File: src/nci_pkg.sv
`timescale 1ns / 1ps
// Shared constants, field widths and codes for the Newton-Cotes integrator.
// No dependencies.
package nci_pkg;

    localparam int LIMIT_W  = 24;
    localparam int COUNT_W  = 11;
    localparam int RULE_W   = 3;
    localparam int INTEG_W  = 19;
    localparam int STATUS_W = 2;

    localparam int MAX_INTERVALS_DEF = 1024;
    localparam int FRAC_BITS_DEF     = 16;
    localparam int FVAL_BITS         = 30;

    // rule codes
    localparam logic [RULE_W-1:0] RULE_TRAP   = 3'd0;
    localparam logic [RULE_W-1:0] RULE_SIMP13 = 3'd1;
    localparam logic [RULE_W-1:0] RULE_SIMP38 = 3'd2;
    localparam logic [RULE_W-1:0] RULE_BOOLE  = 3'd3;
    localparam logic [RULE_W-1:0] RULE_WEDDLE = 3'd4;

    // status codes
    localparam logic [STATUS_W-1:0] STAT_OK        = 2'd0;
    localparam logic [STATUS_W-1:0] STAT_BAD_COUNT = 2'd1;
    localparam logic [STATUS_W-1:0] STAT_SAT       = 2'd2;

    localparam logic [INTEG_W-1:0] INTEG_MAX = 19'h3FFFF;
    localparam logic [INTEG_W-1:0] INTEG_MIN = 19'h40000;

endpackage

File: src/nci_req_if.sv
`timescale 1ns / 1ps
// Request channel: integration limits, interval count and rule code.
// Depends on nci_pkg.
interface nci_req_if import nci_pkg::*; ();
    logic                       valid;
    logic                       ready;
    logic signed [LIMIT_W-1:0]  lower_limit;
    logic signed [LIMIT_W-1:0]  upper_limit;
    logic [COUNT_W-1:0]         interval_count;
    logic [RULE_W-1:0]          rule;

    modport source (output valid, lower_limit, upper_limit, interval_count, rule,
                    input ready);
    modport sink   (input valid, lower_limit, upper_limit, interval_count, rule,
                    output ready);
endinterface

File: src/nci_rsp_if.sv
`timescale 1ns / 1ps
// Response channel: integral estimate and status.
// Depends on nci_pkg.
interface nci_rsp_if import nci_pkg::*; ();
    logic                       valid;
    logic                       ready;
    logic signed [INTEG_W-1:0]  integral;
    logic [STATUS_W-1:0]        status;

    modport source (output valid, integral, status, input ready);
    modport sink   (input valid, integral, status, output ready);
endinterface

File: src/newton_cotes_integrator_core.sv
`timescale 1ns / 1ps
// Composite Newton-Cotes integrator of 1/(1+x^2), sequenced over one shared
// restoring divider and one shared multiplier. Depends on nci_pkg, nci_req_if, nci_rsp_if.
//
// Usage:
//   req carries one word: lower/upper limit (signed Q(24-FRAC_BITS).FRAC_BITS), interval
//   count n and rule code. rsp returns one word per request: integral
//   (signed, FRAC_BITS fraction bits, saturated) and status.
//   req.ready is high only while the block is idle; one request is worked
//   on at a time.
// Sequencing:
//   bad count or rule: rsp.valid rises in the next cycle.
//   otherwise each sample point is bound by the 31-step 2^62/d division
//   on the shared divider (one quotient bit a cycle), plus a squaring and
//   a weight multiply on the shared multiplier; the final mean division
//   yields NUM_W quotient bits (NUM_W is 64 at defaults).
// Reset (rst_n low, async) returns the sequencer to idle and drops rsp.valid;
//   any request in flight is lost.
// Stall: the result sits in output registers with rsp.valid high until
//   rsp.ready; no new request is taken before that.
module newton_cotes_integrator_core import nci_pkg::*; #(
    parameter int MAX_INTERVALS = MAX_INTERVALS_DEF,
    parameter int FRAC_BITS     = FRAC_BITS_DEF
) (
    input  logic      clk,
    input  logic      rst_n,
    nci_req_if.sink   req,
    nci_rsp_if.source rsp
);

    // ---------------------------------------------------------------
    // Derived widths
    // ---------------------------------------------------------------
    localparam int IDX_W  = $clog2(MAX_INTERVALS + 1);
    localparam int CMP_W  = (IDX_W > COUNT_W) ? IDX_W : COUNT_W;
    localparam int SUM_W  = 36 + IDX_W;           // w*f <= 2^35, n+1 terms
    localparam int DSH    = 32 - 2 * FRAC_BITS;   // scale 1+x^2 to 32 frac bits
    localparam int LSH    = (DSH > 0) ? DSH : 0;
    localparam int RSH    = (DSH < 0) ? -DSH : 0;
    localparam int RND    = (RSH > 0) ? (1 << (RSH - 1)) : 0;
    localparam int D_W    = 52 + LSH;
    localparam int NUM_A  = (D_W + 2 > 64) ? D_W + 2 : 64;
    localparam int NUM_W  = (SUM_W + 3 > NUM_A) ? SUM_W + 3 : NUM_A;
    localparam int DIVW   = CMP_W + 6;            // n * 45
    localparam int CNT_W  = $clog2(NUM_W + 1);
    localparam int MAG_W  = LIMIT_W;
    localparam int OFF_W  = LIMIT_W + 1;
    localparam int X_W    = LIMIT_W + 2;
    localparam int AX_W   = LIMIT_W + 1;
    localparam int MA_W   = 32;
    localparam int MB_W   = AX_W;
    localparam int PROD_W = MA_W + MB_W;
    localparam int R_W    = PROD_W - FVAL_BITS;

    // quotient bits produced per division kind
    localparam int K_STEP = MAG_W;
    localparam int K_FVAL = 31;
    localparam int K_MEAN = NUM_W;

    typedef enum logic [3:0] {
        S_IDLE, S_PREP, S_DIVQ, S_SQ, S_FDIV, S_FWAIT, S_WMUL, S_ACC,
        S_MEAN0, S_MEAN1, S_MWAIT, S_FIN, S_RND, S_OUT
    } state_t;

    state_t                     state_reg;
    logic [CNT_W-1:0]           div_cnt_reg;
    logic signed [INTEG_W-1:0]  integral_reg;
    logic [STATUS_W-1:0]        status_reg;

    // request fields
    logic signed [LIMIT_W-1:0]  a_reg;
    logic signed [LIMIT_W-1:0]  b_reg;
    logic [COUNT_W-1:0]         n_reg;
    logic [RULE_W-1:0]          rule_reg;

    // datapath
    logic                       neg_reg;
    logic [MAG_W-1:0]           mag_reg;
    logic [MAG_W-1:0]           qm_reg;       // mag / n
    logic [COUNT_W-1:0]         rm_reg;       // mag % n
    logic [OFF_W-1:0]           q_reg;        // sample offset
    logic [COUNT_W-1:0]         r_reg;        // offset remainder
    logic [IDX_W-1:0]           i_reg;
    logic [1:0]                 mod3_reg;
    logic [2:0]                 mod6_reg;
    logic [SUM_W-1:0]           sum_reg;
    logic [PROD_W-1:0]          prod_reg;

    // shared divider
    logic [D_W-1:0]             rem_reg;
    logic [NUM_W-1:0]           shn_reg;
    logic [NUM_W-1:0]           quo_reg;
    logic [D_W-1:0]             den_reg;

    // ---------------------------------------------------------------
    // Request check
    // ---------------------------------------------------------------
    function automatic logic mod3_zero(input logic [COUNT_W-1:0] v);
        logic [11:0] e;
        logic [4:0]  s;
        begin
            e = 12'(v);
            s = '0;
            // 4 == 1 mod 3: sum base-4 digits
            for (int k = 0; k < 6; k++)
            begin
                s = s + 5'(e[2*k +: 2]);
            end
            return (s == 5'd0) || (s == 5'd3) || (s == 5'd6) || (s == 5'd9) ||
                   (s == 5'd12) || (s == 5'd15) || (s == 5'd18);
        end
    endfunction

    logic req_bad;
    logic rule_ok;

    always_comb
    begin
        unique case (req.rule)
            RULE_TRAP:   rule_ok = 1'b1;
            RULE_SIMP13: rule_ok = ~req.interval_count[0];
            RULE_SIMP38: rule_ok = mod3_zero(req.interval_count);
            RULE_BOOLE:  rule_ok = (req.interval_count[1:0] == 2'b00);
            RULE_WEDDLE: rule_ok = ~req.interval_count[0] & mod3_zero(req.interval_count);
            default:     rule_ok = 1'b0;
        endcase
        req_bad = (req.interval_count == '0) ||
                  (32'(req.interval_count) > 32'(MAX_INTERVALS)) || !rule_ok;
    end

    // ---------------------------------------------------------------
    // Point arithmetic
    // ---------------------------------------------------------------
    logic signed [OFF_W-1:0] diff;
    logic [MAG_W-1:0]        mag;
    logic signed [X_W-1:0]   x;
    logic [AX_W-1:0]         ax;
    logic [D_W-1:0]          d_raw;
    logic [D_W-1:0]          d_val;
    logic                    i_end;
    logic [5:0]              w;
    logic [COUNT_W:0]        r_sum;
    logic                    r_wrap;

    always_comb
    begin
        diff  = OFF_W'(b_reg) - OFF_W'(a_reg);
        mag   = diff[OFF_W-1] ? MAG_W'(-diff) : MAG_W'(diff);
        x     = neg_reg ? (X_W'(a_reg) - X_W'(q_reg)) : (X_W'(a_reg) + X_W'(q_reg));
        ax    = x[X_W-1] ? AX_W'(-x) : AX_W'(x);
        d_raw = (D_W'(1) << (2 * FRAC_BITS)) + D_W'(prod_reg[2*AX_W-1:0]);
        d_val = ((d_raw + D_W'(RND)) >> RSH) << LSH;
        i_end = (CMP_W'(i_reg) == '0) || (CMP_W'(i_reg) == CMP_W'(n_reg));
        r_sum = (COUNT_W+1)'(r_reg) + (COUNT_W+1)'(rm_reg);
        r_wrap = (r_sum >= (COUNT_W+1)'(n_reg));
    end

    always_comb
    begin
        if (i_end)
        begin
            w = (rule_reg == RULE_BOOLE) ? 6'd7 : 6'd1;
        end
        else
        begin
            unique case (rule_reg)
                RULE_TRAP:   w = 6'd2;
                RULE_SIMP13: w = i_reg[0] ? 6'd4 : 6'd2;
                RULE_SIMP38: w = (mod3_reg == 2'd0) ? 6'd2 : 6'd3;
                RULE_BOOLE:  w = i_reg[0] ? 6'd32 : (i_reg[1] ? 6'd12 : 6'd14);
                default:
                begin
                    unique case (mod6_reg)
                        3'd1, 3'd5: w = 6'd5;
                        3'd2, 3'd4: w = 6'd1;
                        3'd3:       w = 6'd6;
                        default:    w = 6'd2;
                    endcase
                end
            endcase
        end
    end

    // ---------------------------------------------------------------
    // Shared multiplier (registered product)
    // ---------------------------------------------------------------
    logic [MA_W-1:0] mul_a;
    logic [MB_W-1:0] mul_b;
    logic            mul_en;
    logic [5:0]      rule_den;
    logic            rule_x3;
    logic            rule_x2;

    always_comb
    begin
        unique case (rule_reg)
            RULE_TRAP:   rule_den = 6'd2;
            RULE_SIMP13: rule_den = 6'd3;
            RULE_SIMP38: rule_den = 6'd8;
            RULE_BOOLE:  rule_den = 6'd45;
            default:     rule_den = 6'd10;
        endcase
        rule_x3 = (rule_reg == RULE_SIMP38) || (rule_reg == RULE_WEDDLE);
        rule_x2 = (rule_reg == RULE_BOOLE);
    end

    always_comb
    begin
        mul_en = 1'b1;
        unique case (state_reg)
            S_SQ:
            begin
                mul_a = MA_W'(ax);
                mul_b = ax;
            end
            S_WMUL:
            begin
                mul_a = quo_reg[MA_W-1:0];
                mul_b = MB_W'(w);
            end
            S_MEAN0:
            begin
                mul_a = MA_W'(n_reg);
                mul_b = MB_W'(rule_den);
            end
            S_FIN:
            begin
                mul_a = quo_reg[MA_W-1:0];
                mul_b = MB_W'(mag_reg);
            end
            default:
            begin
                mul_en = 1'b0;
                mul_a  = '0;
                mul_b  = '0;
            end
        endcase
    end

    // ---------------------------------------------------------------
    // Shared divider: start selection and one restoring step
    // ---------------------------------------------------------------
    logic                div_start;
    logic [NUM_W-1:0]    div_num;
    logic [D_W-1:0]      div_den;
    logic [CNT_W-1:0]    div_k;
    logic [DIVW-1:0]     mean_div;
    logic [D_W+1:0]      trial;
    logic                trial_ge;

    always_comb
    begin
        mean_div  = prod_reg[DIVW-1:0];
        div_start = 1'b1;
        unique case (state_reg)
            S_PREP:
            begin
                div_num = NUM_W'(mag);
                div_den = D_W'(n_reg);
                div_k   = CNT_W'(K_STEP);
            end
            S_FDIV:
            begin
                div_num = (NUM_W'(1) << 62) + NUM_W'(d_val >> 1);
                div_den = d_val;
                div_k   = CNT_W'(K_FVAL);
            end
            S_MEAN1:
            begin
                // sum times rule numerator (1, 2 or 3), plus half the divisor
                div_num = NUM_W'(sum_reg) + (rule_x3 ? (NUM_W'(sum_reg) << 1) : '0) +
                          (rule_x2 ? NUM_W'(sum_reg) : '0) +
                          NUM_W'(mean_div >> 1);
                div_den = D_W'(mean_div);
                div_k   = CNT_W'(K_MEAN);
            end
            default:
            begin
                div_start = 1'b0;
                div_num   = '0;
                div_den   = '0;
                div_k     = '0;
            end
        endcase
        trial    = {1'b0, rem_reg, shn_reg[NUM_W-1]} - {2'b00, den_reg};
        trial_ge = ~trial[D_W+1];
    end

    // ---------------------------------------------------------------
    // Sequencer and output registers
    // ---------------------------------------------------------------
    logic [PROD_W-1:0] rnd_sum;
    logic [R_W-1:0]    r_mag;

    always_comb
    begin
        rnd_sum = prod_reg + (PROD_W'(1) << (FVAL_BITS - 1));
        r_mag   = rnd_sum[PROD_W-1:FVAL_BITS];
    end

    always_ff @(posedge clk or negedge rst_n)
    begin
        if (!rst_n)
        begin
            state_reg    <= S_IDLE;
            div_cnt_reg  <= '0;
            integral_reg <= '0;
            status_reg   <= STAT_OK;
        end
        else
        begin
            if (div_start)
            begin
                div_cnt_reg <= div_k;
            end
            else if (div_cnt_reg != '0)
            begin
                div_cnt_reg <= div_cnt_reg - 1'b1;
            end

            unique case (state_reg)
                S_IDLE:
                begin
                    if (req.valid)
                    begin
                        if (req_bad)
                        begin
                            integral_reg <= '0;
                            status_reg   <= STAT_BAD_COUNT;
                            state_reg    <= S_OUT;
                        end
                        else
                        begin
                            state_reg <= S_PREP;
                        end
                    end
                end
                S_PREP:  state_reg <= S_DIVQ;
                S_DIVQ:  if (div_cnt_reg == '0) state_reg <= S_SQ;
                S_SQ:    state_reg <= S_FDIV;
                S_FDIV:  state_reg <= S_FWAIT;
                S_FWAIT: if (div_cnt_reg == '0) state_reg <= S_WMUL;
                S_WMUL:  state_reg <= S_ACC;
                S_ACC:
                begin
                    if (CMP_W'(i_reg) == CMP_W'(n_reg))
                    begin
                        state_reg <= S_MEAN0;
                    end
                    else
                    begin
                        state_reg <= S_SQ;
                    end
                end
                S_MEAN0: state_reg <= S_MEAN1;
                S_MEAN1: state_reg <= S_MWAIT;
                S_MWAIT: if (div_cnt_reg == '0) state_reg <= S_FIN;
                S_FIN:   state_reg <= S_RND;
                S_RND:
                begin
                    // clamp magnitude, then apply sign of (b - a)
                    if (!neg_reg && (r_mag > R_W'(INTEG_MAX)))
                    begin
                        integral_reg <= INTEG_MAX;
                        status_reg   <= STAT_SAT;
                    end
                    else if (neg_reg && (r_mag > R_W'(INTEG_MIN)))
                    begin
                        integral_reg <= INTEG_MIN;
                        status_reg   <= STAT_SAT;
                    end
                    else
                    begin
                        integral_reg <= neg_reg ? -INTEG_W'(r_mag) : INTEG_W'(r_mag);
                        status_reg   <= STAT_OK;
                    end
                    state_reg <= S_OUT;
                end
                S_OUT:   if (rsp.ready) state_reg <= S_IDLE;
                default: state_reg <= S_IDLE;
            endcase
        end
    end

    // ---------------------------------------------------------------
    // Datapath registers
    // ---------------------------------------------------------------
    always_ff @(posedge clk)
    begin
        if (mul_en)
        begin
            prod_reg <= PROD_W'(mul_a) * PROD_W'(mul_b);
        end

        if (div_start)
        begin
            rem_reg <= D_W'(div_num >> div_k);
            shn_reg <= div_num << (CNT_W'(NUM_W) - div_k);
            den_reg <= div_den;
            quo_reg <= '0;
        end
        else if (div_cnt_reg != '0)
        begin
            rem_reg <= trial_ge ? trial[D_W-1:0] : {rem_reg[D_W-2:0], shn_reg[NUM_W-1]};
            shn_reg <= shn_reg << 1;
            quo_reg <= {quo_reg[NUM_W-2:0], trial_ge};
        end

        unique case (state_reg)
            S_IDLE:
            begin
                if (req.valid)
                begin
                    a_reg    <= req.lower_limit;
                    b_reg    <= req.upper_limit;
                    n_reg    <= req.interval_count;
                    rule_reg <= req.rule;
                end
            end
            S_PREP:
            begin
                neg_reg  <= diff[OFF_W-1];
                mag_reg  <= mag;
                i_reg    <= '0;
                mod3_reg <= '0;
                mod6_reg <= '0;
                q_reg    <= '0;
                r_reg    <= n_reg >> 1;
                sum_reg  <= '0;
            end
            S_DIVQ:
            begin
                qm_reg <= quo_reg[MAG_W-1:0];
                rm_reg <= rem_reg[COUNT_W-1:0];
            end
            S_ACC:
            begin
                sum_reg  <= sum_reg + SUM_W'(prod_reg);
                i_reg    <= i_reg + 1'b1;
                mod3_reg <= (mod3_reg == 2'd2) ? 2'd0 : mod3_reg + 2'd1;
                mod6_reg <= (mod6_reg == 3'd5) ? 3'd0 : mod6_reg + 3'd1;
                // offset of next point: round(mag*(i+1)/n) kept as quotient/remainder
                q_reg    <= q_reg + OFF_W'(qm_reg) + OFF_W'(r_wrap);
                r_reg    <= r_wrap ? COUNT_W'(r_sum - (COUNT_W+1)'(n_reg))
                                   : COUNT_W'(r_sum);
            end
            default:
            begin
            end
        endcase
    end

    assign req.ready    = (state_reg == S_IDLE);
    assign rsp.valid    = (state_reg == S_OUT);
    assign rsp.integral = integral_reg;
    assign rsp.status   = status_reg;

endmodule
File: src/flat_wrapper.sv
// flat-port wrapper written by rule: the top's interface ports become plain ports
module newton_cotes_integrator_core_flat import nci_pkg::*;
#(
    parameter int MAX_INTERVALS = MAX_INTERVALS_DEF,
    parameter int FRAC_BITS     = FRAC_BITS_DEF
)
  (clk, rst_n, req_valid, req_lower_limit, req_upper_limit, req_interval_count, req_rule, req_ready, rsp_valid, rsp_integral, rsp_status, rsp_ready);
  nci_req_if req_i ();
  nci_rsp_if rsp_i ();
  input  logic clk;
  input  logic rst_n;
  input wire logic [$bits(req_i.valid)-1:0] req_valid;
  input wire logic [$bits(req_i.lower_limit)-1:0] req_lower_limit;
  input wire logic [$bits(req_i.upper_limit)-1:0] req_upper_limit;
  input wire logic [$bits(req_i.interval_count)-1:0] req_interval_count;
  input wire logic [$bits(req_i.rule)-1:0] req_rule;
  output wire logic [$bits(req_i.ready)-1:0] req_ready;
  output wire logic [$bits(rsp_i.valid)-1:0] rsp_valid;
  output wire logic [$bits(rsp_i.integral)-1:0] rsp_integral;
  output wire logic [$bits(rsp_i.status)-1:0] rsp_status;
  input wire logic [$bits(rsp_i.ready)-1:0] rsp_ready;
  assign req_i.valid = req_valid;
  assign req_i.lower_limit = req_lower_limit;
  assign req_i.upper_limit = req_upper_limit;
  assign req_i.interval_count = req_interval_count;
  assign req_i.rule = req_rule;
  assign req_ready = req_i.ready;
  assign rsp_valid = rsp_i.valid;
  assign rsp_integral = rsp_i.integral;
  assign rsp_status = rsp_i.status;
  assign rsp_i.ready = rsp_ready;
  newton_cotes_integrator_core #(.MAX_INTERVALS(MAX_INTERVALS), .FRAC_BITS(FRAC_BITS)) u_core (.clk(clk), .rst_n(rst_n), .req(req_i), .rsp(rsp_i));
endmodule
File: config.mk
export PLATFORM = sky130hd
export DESIGN_NAME = newton_cotes_integrator_core_flat
export DESIGN_NICKNAME = d
export VERILOG_FILES = /design/src/nci_pkg.sv /design/src/nci_req_if.sv /design/src/nci_rsp_if.sv /design/src/newton_cotes_integrator_core.sv /design/src/flat_wrapper.sv
export SDC_FILE = /design/constraint.sdc
export NUM_CORES = 2
export LEC_CHECK = 0
export BUFFER_PORTS_ARGS = -buffer_cell sky130_fd_sc_hd__buf_2
export CAP_MARGIN = 10
export CORE_ASPECT_RATIO = 1.4
export CORE_UTILIZATION = 63
export CTS_BUF_LIST = sky130_fd_sc_hd__clkbuf_4
export DETAILED_ROUTE_END_ITERATION = 8
export PLACE_DENSITY = 0.87
export SYNTH_ARGS = -nofsm -noshare
export SYNTH_HDL_FRONTEND = slang
export SYNTH_SLANG_ARGS = --single-unit
File: constraint.sdc
create_clock -name clk -period 16.1 [get_ports clk]
set_input_delay 2.415 -clock clk [delete_from_list [all_inputs] [get_ports clk]]
set_output_delay 2.415 -clock clk [all_outputs]
set_load 0.01 [all_outputs]
# --- Word level (Yosys, flattened, before mapping) ---
# Cells that the tools add are included.
totals:
  ff_bits: 510
  latch_bits: 0
  ramBits: 0
  romBits: 0
  inputBits: 66
  out_inout_bits: 23
  wordCells: 193
  memories: 0
op_classes:
  addsub: 28
  n_mul: 1
  div: 0
  magnitude_cmp: 4
  eq_ne: 40
  shifts: 2
  muxes: 57
  bitwise_logic: 3
  reduce_logical: 35
ops:
  columns: ["op", "n"]
  rows:
  - ["case mux 64 bit (3 select lines)", 1]
  - ["two-way mux 52 bit", 3]
  - ["case mux 52 bit (3 select lines)", 1]
  - ["two-way mux 64 bit", 2]
  - ["case mux 25 bit (4 select lines)", 1]
  - ["case mux 32 bit (3 select lines)", 1]
  - ["two-way mux 19 bit", 5]
  - ["case mux 47 bit (2 select lines)", 1]
  - ["adder 47 x 64 -> 64 bit", 1]
  - ["adder 63 x 51 -> 64 bit, first input constant", 1]
  - ["adder 64 x 16 -> 64 bit", 1]
  - ["adder 64 bit", 1]
  - ["left shift 64 x 7 -> 64 bit", 1]
  - [">> shifter 64 x 7 -> 52 bit", 1]
  - ["adder 57 x 30 -> 57 bit, second input constant", 1]
  - ["multiplier 32 x 25 -> 57 bit", 1]
  - ["case mux 4 bit (14 select lines)", 1]
  - ["subtractor 53 x 52 -> 54 bit", 1]
  - ["adder 33 x 50 -> 51 bit, first input constant", 1]
  - ["case mux 25 bit (2 select lines)", 1]
  - ["two-way mux 48 bit", 1]
  - ["case mux 6 bit (4 select lines)", 2]
  - ["adder 47 bit", 1]
  - ["two-way mux 47 bit", 1]
  - ["other kinds (73)", 138]

# --- Depth between registers and ports, before layout ---
logic_depth:
  word_depth: 19
  mapped_depth: 50
  ltp_nobuf: 46

# --- Worst setup path before layout ---
# OpenSTA, ideal clock, no wires.
synth_timing:
  kind: "flip-flop to flip-flop"
  start: "reg u_core.q_reg[2]"
  end: "reg u_core.prod_reg[55] (data pin)"
  t_arrival_ps: 11087
  required_ps: 15842
  setup_slack_ps: 4755
  stages_incl_launch_ff: 42
  n_path_buf: 2
  synth_period_minus_slack_ps: 11345
  path_cell_list: "edfxtp_1 > nor2_1 > nand3_1 > nor3_1 > a21oi_1 > xnor2_1 > ha_1 > clkbuf_1 > nand2_1 > o31ai_1 > a211o_1 > and4_1 > or4_1 > a2111oi_2 > nand4_1 > or2_0 > o41ai_2 > mux2i_2 > [... 6 more ...] > fa_1 > fa_1 > inv_1 > fa_1 > inv_1 > ha_1 > a21o_1 > a21o_1 > a21o_1 > a21o_1 > a211oi_1 > o21ai_0 > a22o_1 > a31oi_1 > a21oi_1 > o21a_1 > a311o_1 > xor2_1"
synth_between:
  elab_chain_cells: 6
  elab_cells_between_ends: 8
  classes_between: "add/sub (3); mul (1); mux (4)"
synth_rtl:
  columns: ["item", "line_no", "text"]
  rows:
  - ["start, declared", "newton_cotes_integrator_core.sv:81", "logic [OFF_W-1:0] q_reg;"]
  - ["start signal, assigned", "newton_cotes_integrator_core.sv:443", "q_reg <= q_reg + OFF_W'(qm_reg) + OFF_W'(r_wrap);"]
  - ["adder 26 x 25 -> 26 bit / subtractor 26 x 25 -> 26 bit (equally long branches)", "newton_cotes_integrator_core.sv:149", "x = neg_reg ? (X_W'(a_reg) - X_W'(q_reg)) : (X_W'(a_reg) + X_W'(q_reg));"]
  - ["two-way mux 26 bit *", "newton_cotes_integrator_core.sv:149", null]
  - ["negation 25 bit", "newton_cotes_integrator_core.sv:150", "ax = x[X_W-1] ? AX_W'(-x) : AX_W'(x);"]
  - ["two-way mux 25 bit *", "newton_cotes_integrator_core.sv:150", null]
  - ["case mux 25 bit (4 select lines) / case mux 32 bit (3 select lines) (equally long branches)", "newton_cotes_integrator_core.sv:210", "unique case (state_reg)"]
  - ["multiplier 32 x 25 -> 57 bit *", "newton_cotes_integrator_core.sv:392", "prod_reg <= PROD_W'(mul_a) * PROD_W'(mul_b);"]
  - ["end signal, assigned", "newton_cotes_integrator_core.sv:392", null]
  - ["end, declared", "newton_cotes_integrator_core.sv:87", "logic [PROD_W-1:0] prod_reg;"]
# Mark *: on every way between the ends. The rest lies on a longest branch, timed or not.
# A chain may end at the register's enable or synchronous reset.

# --- Worst setup path after layout ---
layout_timing:
  start: "reg u_core.q_reg[1]"
  end: "reg u_core.prod_reg[55] (data pin)"
# Same word-level chain as after synthesis.

==> reports/metrics.csv <==
metric,value,unit
start_kind,register,
ys_types,104,
io_pins,89,
required,16860,ps
power.density,238,nW/µm²
drt-pass1-iter-count,9,
ys_warn_count,0,
cts_setup_buffers,0,
p_leak,32.2,nW
syn_inst,7245,
arrival,14890,ps
ys.flop_type,edfxtp_1,
min_from,u_core.rem_reg[6],
synth_area_per_cell,8.94,µm²
rsz0062_at_grt,no,
root_buffer,clkbuf_4,
cpMostUsedCell,fa_1,
routabilityCongestion,1.04,
numCtsBuffers,135,
r2r-start,u_core.q_reg[1],
slew_violations,0,
io_buffers,88,
setup_tns,0,ps
path_delay_family,compound AO/OA/AOI/OAI gates,
cap_violations,0,
row_count,138,
synthArstFlopShare,0.0629,
grtUsageTotal,0.436,
synth_area,64700,µm²
worst_pin_slew,1420,ps
cts_tree,built,
path_max_fanout,17,
fin_util,0.673,
fin_crit_sh,0.878,
synth-seq-cells,509,
via_per_inst,6.40,
cts_resized,0,
hold_depth,0,
cts.sinks,509,
final_common_cell,inv_1,
hold_end,u_core.rm_reg[6],
max_stage_delay,1020,ps
worstSetupStartpoint,u_core.q_reg[1],
cp.buffers_inverters,3,
die_area,104000,µm²
finalSetupViolCount,0,
overflow,0,
vdd_drop_max,245,µV
drive_above_1_share,0.0708,
htree_levels,4,
largest_register_ffs,64,
skew,114,ps
ff2ff_setup_slack,1970,ps
p_total,16.3,mW
drt_iter0_markers,6059,
cts_buffer_depth,3,
wire_per_inst,25.6,µm
layout.nets,8586,
crit_type,register to register,
antenna_found_initial,13,
syn_to_final_growth,5.53,%
finalWirelength,223000,µm
period_minus_slack,14130,ps
ant_nets,0,
clk_pin_slew,70,ps
hold_viol_final,0,
dp_hpwl,176000,µm
cts_hold_buf,0,
hold_class,register to register,
grt_pass1_wl,337000,µm
max_clock_freq,70.8,MHz
die_width,273,µm
via_count,55800,
status,"finished, final reports clean",
core_area,102000,µm²
rr_worst_depth,41,
drc,0,
cp-end-kind,register,
insertion_delay,1080,ps
r2r_end,u_core.prod_reg[55],
grt_max_degree,100,
fp.dieH,381,µm
yosysSeqAreaShare,0.229,
crit_slowest_cell,a221oi_1,
synth_edf_count,445,
relSlewSlack,0.0566,
grt_pass1_vias,57400,
start_util,0.638,
final_cell_mix,"inv_1 (1096), nand2_1 (1001), fa_1 (764)",
worst max-delay path by stage:
stage,to,slack [ps],depth (start not counted)
2_1_floorplan,u_core.prod_reg[55],4760,41
3_3_place_gp,u_core.prod_reg[55],2850,41
3_5_place_dp,u_core.prod_reg[55],2570,41
4_1_cts,u_core.prod_reg[55],2490,41
5_1_grt,u_core.prod_reg[55],1290,41
6_report,u_core.prod_reg[55],1970,41
area by class of cell:
cell class | count | area [µm²]
antenna | 9 | 22.5
tap | 1330 | 1660
fill | 8182 | 33200
multi-input combinational | 5329 | 44700
sequential | 509 | 14800
clock buffer | 196 | 1470
clock inverter | 46 | 277
inverter | 1099 | 4130
timing repair buffer | 198 | 1270
layer usage:
metal,part of all wire,vias up,GRT usage
met1,0.33,27200,0.473
met4,0.11,12,0.394
met3,0.10,1155,0.112
met2,0.46,3227,0.699
li1,-,24200,-
met5,0.00032,-,0
synth_stat cells, types with 17 or more instances:
cell / number / share of area
dfrtp_1: 32 / 0.012
o21a_1: 48 / 0.0056
a22o_1: 17 / 0.0023
ha_1: 484 / 0.094
buf_1: 26 / 0.0015
nand3_1: 111 / 0.0086
and3_1: 66 / 0.0064
o211ai_1: 32 / 0.0037
xnor2_1: 230 / 0.031
a21o_1: 190 / 0.022
a221oi_1: 28 / 0.0038
a211oi_1: 39 / 0.0045
mux2i_1: 54 / 0.0083
nand4_1: 38 / 0.0037
inv_1: 1098 / 0.064
nand2_1: 1003 / 0.058
o21ai_0: 220 / 0.017
a311o_1: 17 / 0.0026
a31oi_1: 48 / 0.0046
xor2_1: 146 / 0.020
o31ai_1: 34 / 0.0039
o22ai_1: 20 / 0.0019
nor3_1: 104 / 0.0080
and2_1: 77 / 0.0074
edfxtp_1: 445 / 0.21
nor2_1: 599 / 0.035
nor4_1: 26 / 0.0025
nand2b_1: 68 / 0.0066
fa_1: 764 / 0.24
buf_2: 67 / 0.0052
clkbuf_1: 209 / 0.012
or2_2: 21 / 0.0020
nor2b_1: 46 / 0.0044
dfxtp_1: 32 / 0.0099
a221o_1: 34 / 0.0053
o21bai_1: 43 / 0.0050
a21oi_1: 417 / 0.032
or3_1: 24 / 0.0023
report_power, final:
part | switching (mW) | total (mW) | internal [mW]
Combinational | 7.99 | 12.2 | 4.19
Clock | 0.612 | 1.21 | 0.598
Sequential | 0.563 | 2.86 | 2.30
metrics by stage:
stage | hold WS [ps] | std cells | setup WS, ps | cell area [µm²]
2_1_floorplan | 440 | 7250 | 4760 | 64800
3_3_place_gp | 454 | 8464 | 2850 | 66500
3_5_place_dp | 465 | 8464 | 2570 | 66500
4_1_cts | 475 | 8706 | 2490 | 68300
5_1_grt | 510 | 8710 | 1290 | 68300
6_report | 472 | 8716 | 1970 | 68300
kinds of logic (layout without fill, tap and decap cells):
kind of cell	after synthesis	in the layout	share of synthesized area
and+or+nand+nor	2234	2234	0.152
other	2	16	0.000116
muxes	67	67	0.0106
AOI/OAI and AO/OA	1394	1394	0.143
adders and majority gates	1248	1248	0.330
DFF	509	509	0.229
xor gates and xnor gates	379	379	0.0516
buffers and inverters	1412	1539	0.0839
Power figures use the tool's default switching activity.
